`src/rtl/sacl_pkg.sv`:
```
`timescale 1ns / 1ps
// Package for the set-associative cache tag controller.
// Geometry constants, the state machine type and the structs passed between the modules.
// No dependencies.
package sacl_pkg;

  localparam int unsigned SETS       = 64;
  localparam int unsigned WAYS       = 8;
  localparam int unsigned LINE_BYTES = 64;

  localparam int unsigned ADDR_W   = 64;
  localparam int unsigned OFFSET_W = $clog2(LINE_BYTES);
  localparam int unsigned TAG_W    = ADDR_W - OFFSET_W;
  localparam int unsigned SET_W    = (SETS > 1) ? $clog2(SETS) : 1;
  localparam int unsigned WAY_W    = (WAYS > 1) ? $clog2(WAYS) : 1;
  localparam int unsigned RANK_W   = WAY_W;
  localparam int unsigned OUT_WAY_W = 3;

  localparam logic [RANK_W-1:0] RANK_MAX = RANK_W'(WAYS - 1);

  // APB register indexes
  localparam logic REG_REPLACEMENT = 1'b0;
  localparam logic REG_WRITE_BACK  = 1'b1;

  localparam logic REPL_LRU  = 1'b0;
  localparam logic REQ_WRITE = 1'b1;

  typedef enum logic {
    S_IDLE,
    S_LOOK
  } state_e;

  typedef logic [WAYS-1:0][TAG_W-1:0] tag_row_t;

  typedef struct packed {
    logic [WAYS-1:0]             valid;
    logic [WAYS-1:0]             dirty;
    logic [WAYS-1:0][RANK_W-1:0] rank;
  } meta_row_t;

  typedef struct packed {
    logic             en;
    logic [SET_W-1:0] set;
  } rd_t;

  typedef struct packed {
    logic             en;
    logic [SET_W-1:0] set;
    logic [WAY_W-1:0] way;
    logic [TAG_W-1:0] tag;
    logic             tag_en;
    meta_row_t        meta;
  } wr_t;

  typedef struct packed {
    logic replacement_mode;
    logic write_back_mode;
  } cfg_t;

endpackage

```
`src/rtl/sacl_if.sv`:
```
`timescale 1ns / 1ps
// Valid/ready channel interfaces for the access requests and the lookup results.
// Depends on sacl_pkg for the address and way widths.
interface sacl_req_if;
  logic                         valid;
  logic                         ready;
  logic                         req_type;
  logic [sacl_pkg::ADDR_W-1:0]  address;

  modport source (output valid, output req_type, output address, input ready);
  modport sink   (input valid, input req_type, input address, output ready);
endinterface

interface sacl_rsp_if;
  logic                           valid;
  logic                           ready;
  logic                           hit;
  logic [sacl_pkg::OUT_WAY_W-1:0] way;
  logic                           memory_read;
  logic                           memory_write;
  logic                           dirty_eviction;

  modport source (output valid, output hit, output way, output memory_read,
                  output memory_write, output dirty_eviction, input ready);
  modport sink   (input valid, input hit, input way, input memory_read,
                  input memory_write, input dirty_eviction, output ready);
endinterface

```
`src/rtl/sacl_ctrl.sv`:
```
`timescale 1ns / 1ps
// Lookup controller: reads a set, compares tags, picks the victim, writes the set back
// and holds the result in an output register. Depends on sacl_pkg and sacl_if.
module sacl_ctrl (
  input  logic                 clk_i,
  input  logic                 rst_ni,
  sacl_req_if.sink             req_i,
  sacl_rsp_if.source           rsp_o,
  input  sacl_pkg::cfg_t       cfg_i,
  input  sacl_pkg::tag_row_t   tag_row_i,
  input  sacl_pkg::meta_row_t  meta_row_i,
  output sacl_pkg::rd_t        rd_o,
  output sacl_pkg::wr_t        wr_o
);

  sacl_pkg::state_e state_q, state_d;

  logic                        req_type_q;
  logic [sacl_pkg::TAG_W-1:0]  tag_q;

  logic                            rsp_valid_q, rsp_valid_d;
  logic                            hit_q;
  logic [sacl_pkg::OUT_WAY_W-1:0]  way_q;
  logic                            mread_q;
  logic                            mwrite_q;
  logic                            dev_q;

  logic                            req_xfer;
  logic                            done;

  logic [sacl_pkg::WAYS-1:0]       match;
  logic [sacl_pkg::WAYS-1:0]       oldest;
  logic                            hit;
  logic                            full;
  logic [sacl_pkg::WAY_W-1:0]      hit_way;
  logic [sacl_pkg::WAY_W-1:0]      empty_way;
  logic [sacl_pkg::WAY_W-1:0]      old_way;
  logic [sacl_pkg::WAY_W-1:0]      sel_way;
  logic                            dev;
  logic                            mwrite;
  sacl_pkg::meta_row_t             meta_new;

  // State machine: accept in idle, resolve the lookup once the set is read
  always_ff @(posedge clk_i or negedge rst_ni) begin
    if (!rst_ni) begin
      state_q <= sacl_pkg::S_IDLE;
    end else begin
      state_q <= state_d;
    end
  end

  always_comb begin
    state_d     = state_q;
    req_i.ready = 1'b0;
    done        = 1'b0;
    unique case (state_q)
      sacl_pkg::S_IDLE: begin
        req_i.ready = 1'b1;
        if (req_i.valid) begin
          state_d = sacl_pkg::S_LOOK;
        end
      end
      sacl_pkg::S_LOOK: begin
        // hold the lookup until the output register can take the result
        done = !rsp_valid_q || rsp_o.ready;
        if (done) begin
          state_d = sacl_pkg::S_IDLE;
        end
      end
      default: state_d = sacl_pkg::S_IDLE;
    endcase
  end

  assign req_xfer = req_i.valid && req_i.ready;

  assign rd_o.en  = req_xfer;
  assign rd_o.set = req_i.address[sacl_pkg::OFFSET_W +: sacl_pkg::SET_W];

  always_ff @(posedge clk_i) begin
    if (req_xfer) begin
      req_type_q <= req_i.req_type;
      tag_q      <= req_i.address[sacl_pkg::ADDR_W-1:sacl_pkg::OFFSET_W];
    end
  end

  // Tag compare, victim choice and new line state
  always_comb begin
    match     = '0;
    oldest    = '0;
    hit_way   = '0;
    empty_way = '0;
    old_way   = '0;
    for (int w = 0; w < sacl_pkg::WAYS; w++) begin
      match[w]  = meta_row_i.valid[w] && (tag_row_i[w] == tag_q);
      oldest[w] = (meta_row_i.rank[w] == sacl_pkg::RANK_MAX);
    end
    for (int w = sacl_pkg::WAYS - 1; w >= 0; w--) begin
      if (match[w]) begin
        hit_way = sacl_pkg::WAY_W'(w);
      end
      if (!meta_row_i.valid[w]) begin
        empty_way = sacl_pkg::WAY_W'(w);
      end
      if (oldest[w]) begin
        old_way = sacl_pkg::WAY_W'(w);
      end
    end
    hit     = |match;
    full    = &meta_row_i.valid;
    sel_way = hit ? hit_way : (full ? old_way : empty_way);
    dev     = !hit && full && meta_row_i.dirty[sel_way];
    mwrite  = cfg_i.write_back_mode ? dev : req_type_q;

    meta_new = meta_row_i;
    if (hit) begin
      if (req_type_q == sacl_pkg::REQ_WRITE) begin
        meta_new.dirty[sel_way] = 1'b1;
      end
      if (cfg_i.replacement_mode == sacl_pkg::REPL_LRU) begin
        for (int w = 0; w < sacl_pkg::WAYS; w++) begin
          if (sacl_pkg::WAY_W'(w) != sel_way && meta_row_i.valid[w] &&
              meta_row_i.rank[w] < meta_row_i.rank[sel_way]) begin
            meta_new.rank[w] = meta_row_i.rank[w] + 1'b1;
          end
        end
        meta_new.rank[sel_way] = '0;
      end
    end else begin
      for (int w = 0; w < sacl_pkg::WAYS; w++) begin
        if (sacl_pkg::WAY_W'(w) != sel_way && meta_row_i.valid[w]) begin
          meta_new.rank[w] = meta_row_i.rank[w] + 1'b1;
        end
      end
      meta_new.valid[sel_way] = 1'b1;
      meta_new.dirty[sel_way] = req_type_q;
      meta_new.rank[sel_way]  = '0;
    end
  end

  assign wr_o.en     = done;
  assign wr_o.set    = tag_q[sacl_pkg::SET_W-1:0];
  assign wr_o.way    = sel_way;
  assign wr_o.tag    = tag_q;
  assign wr_o.tag_en = !hit;
  assign wr_o.meta   = meta_new;

  // Output register
  always_comb begin
    rsp_valid_d = rsp_valid_q;
    if (rsp_o.ready) begin
      rsp_valid_d = 1'b0;
    end
    if (done) begin
      rsp_valid_d = 1'b1;
    end
  end

  always_ff @(posedge clk_i or negedge rst_ni) begin
    if (!rst_ni) begin
      rsp_valid_q <= 1'b0;
    end else begin
      rsp_valid_q <= rsp_valid_d;
    end
  end

  always_ff @(posedge clk_i) begin
    if (done) begin
      hit_q    <= hit;
      way_q    <= sacl_pkg::OUT_WAY_W'(sel_way);
      mread_q  <= !hit;
      mwrite_q <= mwrite;
      dev_q    <= dev;
    end
  end

  assign rsp_o.valid          = rsp_valid_q;
  assign rsp_o.hit            = hit_q;
  assign rsp_o.way            = way_q;
  assign rsp_o.memory_read    = mread_q;
  assign rsp_o.memory_write   = mwrite_q;
  assign rsp_o.dirty_eviction = dev_q;

  // A full set always has exactly one way at the top rank
  assert property (@(posedge clk_i) disable iff (!rst_ni)
    (state_q == sacl_pkg::S_LOOK && full) |-> $onehot(oldest))
    else $error("full set without a unique oldest way");

  assert property (@(posedge clk_i) disable iff (!rst_ni)
    rsp_o.valid |-> (rsp_o.hit != rsp_o.memory_read))
    else $error("hit and memory read disagree");

  assert property (@(posedge clk_i) disable iff (!rst_ni)
    (rsp_o.valid && rsp_o.dirty_eviction) |-> (!rsp_o.hit && rsp_o.memory_read))
    else $error("dirty eviction reported on a hit");

  assert property (@(posedge clk_i) disable iff (!rst_ni)
    done |=> (rsp_o.valid && state_q == sacl_pkg::S_IDLE))
    else $error("completed lookup did not reach the output register");

endmodule

```
`src/flat_wrapper.sv`:
```
// flat-port wrapper written by rule: the top's interface ports become plain ports
module sacl_ctrl_flat 
  (clk_i, rst_ni, cfg_i, tag_row_i, meta_row_i, rd_o, wr_o, req_i_valid, req_i_req_type, req_i_address, req_i_ready, rsp_o_valid, rsp_o_hit, rsp_o_way, rsp_o_memory_read, rsp_o_memory_write, rsp_o_dirty_eviction, rsp_o_ready);
  sacl_req_if req_i_i ();
  sacl_rsp_if rsp_o_i ();
  input  logic clk_i;
  input  logic rst_ni;
  input  sacl_pkg::cfg_t cfg_i;
  input  sacl_pkg::tag_row_t tag_row_i;
  input  sacl_pkg::meta_row_t meta_row_i;
  output sacl_pkg::rd_t rd_o;
  output sacl_pkg::wr_t wr_o;
  input wire logic [$bits(req_i_i.valid)-1:0] req_i_valid;
  input wire logic [$bits(req_i_i.req_type)-1:0] req_i_req_type;
  input wire logic [$bits(req_i_i.address)-1:0] req_i_address;
  output wire logic [$bits(req_i_i.ready)-1:0] req_i_ready;
  output wire logic [$bits(rsp_o_i.valid)-1:0] rsp_o_valid;
  output wire logic [$bits(rsp_o_i.hit)-1:0] rsp_o_hit;
  output wire logic [$bits(rsp_o_i.way)-1:0] rsp_o_way;
  output wire logic [$bits(rsp_o_i.memory_read)-1:0] rsp_o_memory_read;
  output wire logic [$bits(rsp_o_i.memory_write)-1:0] rsp_o_memory_write;
  output wire logic [$bits(rsp_o_i.dirty_eviction)-1:0] rsp_o_dirty_eviction;
  input wire logic [$bits(rsp_o_i.ready)-1:0] rsp_o_ready;
  assign req_i_i.valid = req_i_valid;
  assign req_i_i.req_type = req_i_req_type;
  assign req_i_i.address = req_i_address;
  assign req_i_ready = req_i_i.ready;
  assign rsp_o_valid = rsp_o_i.valid;
  assign rsp_o_hit = rsp_o_i.hit;
  assign rsp_o_way = rsp_o_i.way;
  assign rsp_o_memory_read = rsp_o_i.memory_read;
  assign rsp_o_memory_write = rsp_o_i.memory_write;
  assign rsp_o_dirty_eviction = rsp_o_i.dirty_eviction;
  assign rsp_o_i.ready = rsp_o_ready;
  sacl_ctrl u_core (.clk_i(clk_i), .rst_ni(rst_ni), .req_i(req_i_i), .rsp_o(rsp_o_i), .cfg_i(cfg_i), .tag_row_i(tag_row_i), .meta_row_i(meta_row_i), .rd_o(rd_o), .wr_o(wr_o));
endmodule
```
`config.mk`:
```
export PLATFORM = sky130hd
export DESIGN_NAME = sacl_ctrl_flat
export DESIGN_NICKNAME = d
export VERILOG_FILES = /design/src/rtl/sacl_pkg.sv /design/src/rtl/sacl_if.sv /design/src/rtl/sacl_ctrl.sv /design/src/flat_wrapper.sv
export SDC_FILE = /design/constraint.sdc
export NUM_CORES = 1
export LEC_CHECK = 0
export BUFFER_PORTS_ARGS = -buffer_cell sky130_fd_sc_hd__buf_2
export CAP_MARGIN = 30
export CORE_AREA = 10 10 266 268
export DETAILED_ROUTE_END_ITERATION = 16
export DIE_AREA = 0 0 276 278
export HOLD_SLACK_MARGIN = 0.02
export PLACE_DENSITY = 0.49
export SLEW_MARGIN = 20
export SYNTH_ARGS = -nofsm -noshare
export SYNTH_HDL_FRONTEND = slang
export SYNTH_SLANG_ARGS = --single-unit
export TNS_END_PERCENT = 1
```
`constraint.sdc`:
```
create_clock -name clk_i -period 15.4 [get_ports clk_i]
set_input_delay 4.62 -clock clk_i [delete_from_list [all_inputs] [get_ports clk_i]]
set_output_delay 4.62 -clock clk_i [all_outputs]
set_load 0.01 [all_outputs]
```
==> results.sh <==
export IMPL_yosysTopAreaCell="xnor2_1"
export IMPL_synth_top_area_share_pct=21.10
export IMPL_dr_pass1_iters=5
export IMPL_post_place_cells=3022
export IMPL_design_die_area_mm2=0.07673
export IMPL_yosys_area_share_simple_pct=32.39
export IMPL_synth_xor_area_share_pct=28.58
export IMPL_switching_share_pct=44.92
export IMPL_fillers=7491
export IMPL_grt_usage_pct=25.51
export IMPL_synth_area_mux_share_pct=1.936
export IMPL_rr_worst_depth=14
export IMPL_synth_top_family_by_area="simple AND/OR/NAND/NOR gates"
export IMPL_required_ns=10.78
export IMPL_crit_fanout=9
export IMPL_cap_violations=0
export IMPL_vias=15440
export IMPL_drive_above_1_share_pct=37.06
export IMPL_ant_nets=0
export IMPL_syn_area_mm2=0.01183
export IMPL_rows=94
export IMPL_synthAdderAreaFrac_pct=2.624
export IMPL_seq_area_frac_synth_pct=17.18
export IMPL_final_core_utilization_pct=25.82
export IMPL_fin_nets=2769
export IMPL_grt_antenna_before_repair=41
export IMPL_finalSetupViolCount=0
export IMPL_ys_warn_count=0
export IMPL_ys_seq_elements=68
export IMPL_synth_nets=2081
export IMPL_grt_pass1_vias=15810
export IMPL_hold_worst_slack_ns=0.5325
export IMPL_hpwl_um=87000
export IMPL_finalNonFillerCells=3056
export IMPL_end_kind="primary output"
export IMPL_drc=0
export IMPL_maxSlewViolCount=0
export IMPL_htree_levels=3
export IMPL_max_vdd_ir_drop_uv=50.61
export IMPL_wl_per_cell_um=33.77
export IMPL_synth_compound_area_share_pct=11.64
export IMPL_cts_hold_buf=0
export IMPL_synthFlopType="edfxtp_1"
export IMPL_seqPwrFrac_pct=24.4
export IMPL_cts_clk_slew_worst_paths_ns=0.06
export IMPL_hold_viol=0
export IMPL_synth_edf_count=66
export IMPL_yosys_cell_types_count=74
export IMPL_cts_setup_buffers=0
export IMPL_grt_pass1_wl_um=135500
export IMPL_synthTopCellsByArea="xnor2_1 (21%), edfxtp_1 (17%), xor2_1 (7.5%)"
export IMPL_grt_max_degree=54
export IMPL_cts_buffers=9
export IMPL_core_area_mm2=0.06539
export IMPL_powerDensity_mw_per_mm2=63.21
export IMPL_critPathKind="input port to primary output"
export IMPL_routabilityCongestion=0.9416
export IMPL_power_frac_clock_pct=23.7
export IMPL_worst_slew_pin_slew_ns=1.120
export IMPL_cp_arrival_ns=9.97
export IMPL_finClkSkew_ns=0.01240
export IMPL_p_leak_nw=6.929
export IMPL_syn_inst=1482
export IMPL_hold_class="flop to flop"
export IMPL_io_pins=700
export IMPL_internal_power_uw=587.7
export IMPL_slew_headroom_pct=25.31
export IMPL_holdPathStages=2
export IMPL_crit_path_start_kind="input port"
export IMPL_initial_core_util_pct=18.09
export IMPL_drt_total_wl_um=103200
export IMPL_clock_latency_ns=0.39
export IMPL_timing_fmax_mhz=68.52
export IMPL_cts_tree="done"
export IMPL_gr_total_overflow=0
export IMPL_drt_iter0_drc=1379
export IMPL_status="complete, no violations"
export IMPL_p_switching_uw=479.3
export IMPL_finalPower_mw=1.067
export IMPL_area_growth_pct=42.73
export IMPL_setup_tns_ns=0
export IMPL_cts_root_buf="clkbuf_16"
export IMPL_syn_area_per_cell_um2=7.981
export IMPL_die_x_um=276
export IMPL_place_port_buffers=693
export IMPL_fin_crit_ns=14.59
export IMPL_dieHeight_um=278
export IMPL_rsz0062_at_grt="no"
export IMPL_fin_crit_sh_pct=94.76
export IMPL_async_reset_ff_share_pct=2.941
export IMPL_viasPerCell=5.053
export IMPL_cts_repair_resized=0
export IMPL_cts_sinks=68
export IMPL_p_comb_share_pct=51.9
export IMPL_cts_buffer_depth=2
==> power by group through the flow <==
stage	logic (mW)	registers, mW	clock network (mW)
final	0.554	0.260	0.253
after global routing	0.588	0.261	0.261
after CTS	0.549	0.261	0.257
after detailed placement	0.547	0.265	0
after global placement	0.543	0.267	0
after floorplan	0.281	0.243	0
==> metal layers <==
layer	vias to the layer above	part of all wire, %	GRT usage, %
li1	6814	-	-
met1	7371	39	29.71
met2	1014	47	43.47
met3	212	9.2	7.102
met4	32	4.4	10.47
met5	-	0.21	0
==> layout make-up <==
class / instances / area (um2) / share of cell area [%]
multi-input cells: 1267 / 9144 / 54.17
repair buffers: 768 / 4054 / 24.01
flip-flops and latches: 68 / 2032 / 12.04
well taps: 864 / 1081 / 6.404
clock buffers: 10 / 229.0 / 1.356
inverters: 56 / 210.2 / 1.245
clock inverters: 6 / 88.84 / 0.5262
diodes: 17 / 42.54 / 0.2520
==> through the flow <==
step / cell area [um2] / setup WS (ns)
after floorplan: 11830 / 1.438
after global placement: 16480 / 0.8267
after detailed placement: 16510 / 0.8157
after CTS: 16820 / 0.8021
after global routing: 16850 / 0.4684
final: 16880 / 0.8067
==> placed cells by master (no fill, tap or decap), drive strengths merged, types with 41 or more instances in the layout <==
| cell type | synthesis | layout |
|---|---|---|
| xor2 | 101 | 101 |
| inv | 54 | 54 |
| buf | 63 | 768 |
| nand4 | 138 | 138 |
| nand3 | 55 | 55 |
| nor2 | 41 | 41 |
| xnor2 | 285 | 285 |
| edfxtp | 66 | 66 |
| nor4 | 69 | 69 |
| nand2 | 68 | 68 |
| nor2b | 44 | 44 |
| nand2b | 127 | 127 |
==> critical path, cell delays in order <==
cell and delay (ns):
buf_2 0.13, xor2_1 0.14, or4_1 0.52, or4_1 0.55, or3_1 0.48, o22ai_1 0.42
or4_1 0.26, o221ai_4 0.13, inv_1 0.43, a211oi_1 0.14, a21oi_1 0.26, a21oi_1 0.15
buf_4 0.20, ha_1 0.30, nand2_1 0.06, o311ai_1 0.34, a31oi_1 0.11, a211oi_1 0.38
a22o_1 0.20, buf_2 0.14
==> state kept, by name, indices dropped and copies added, names as in the netlist <==
register	flops
u_core.rsp_o.memory_write	1
u_core.req_type_q	1
u_core.rsp_o.dirty_eviction	1
u_core.state_q	1
u_core.rsp_o.valid	1
u_core.rsp_o.hit	1
u_core.tag_q	58
u_core.rsp_o.way	3
u_core.rsp_o.memory_read	1
==> kinds of logic after synthesis <==
logic type      Yosys count
simple gates            653
xor+xnor                386
compound gates          181
buf+inv                 147
flops                    68
fa+ha+maj                25
mux                      22
==> synthesized netlist by cell type (4+ instances only) <==
| library cell | n |
|---|---|
| buf_2 | 45 |
| or3_1 | 10 |
| xor2_1 | 101 |
| a22o_1 | 22 |
| and3_1 | 6 |
| nor3b_1 | 8 |
| o211ai_1 | 11 |
| nor2b_1 | 44 |
| o21ai_0 | 19 |
| nand4_1 | 138 |
| a2111o_1 | 4 |
| o31ai_1 | 11 |
| edfxtp_1 | 66 |
| or4_1 | 14 |
| nand3_1 | 55 |
| nand4b_1 | 6 |
| clkbuf_1 | 28 |
| a21oi_1 | 16 |
| mux2_2 | 7 |
| buf_4 | 14 |
| and2_1 | 8 |
| nor4_1 | 68 |
| ha_1 | 24 |
| o21a_1 | 8 |
| inv_1 | 54 |
| o221ai_1 | 5 |
| nand2_1 | 68 |
| nor2_1 | 41 |
| a211oi_1 | 10 |
| o21ai_1 | 6 |
| o2111ai_1 | 17 |
| nor4b_1 | 9 |
| o21bai_1 | 5 |
| nor3_1 | 31 |
| xnor2_1 | 285 |
| o22ai_1 | 15 |
| nand2b_1 | 127 |
| mux2i_1 | 15 |
==> worst paths after layout <==
| check | startpoint | endpoint | slack [ns] |
|---|---|---|---|
| max in group asynchronous | rst_ni | u_core.state_q$_DFF_PN0_ | 11.30 |
| min reg2reg | u_core.rsp_o.valid$_DFFE_PN0P_ | u_core.rsp_o.valid$_DFFE_PN0P_ | 0.53 |
| min | u_core.rsp_o.valid$_DFFE_PN0P_ | u_core.rsp_o.valid$_DFFE_PN0P_ | 0.53 |
| max | tag_row_i[235] | wr_o[23] | 0.81 |
| min in group asynchronous | rst_ni | u_core.rsp_o.valid$_DFFE_PN0P_ | 4.01 |
| max reg2reg | u_core.tag_q[42]$_DFFE_PP_ | u_core.rsp_o.memory_write$_DFFE_PP_ | 10.10 |
Power figures use the tool's default switching activity.
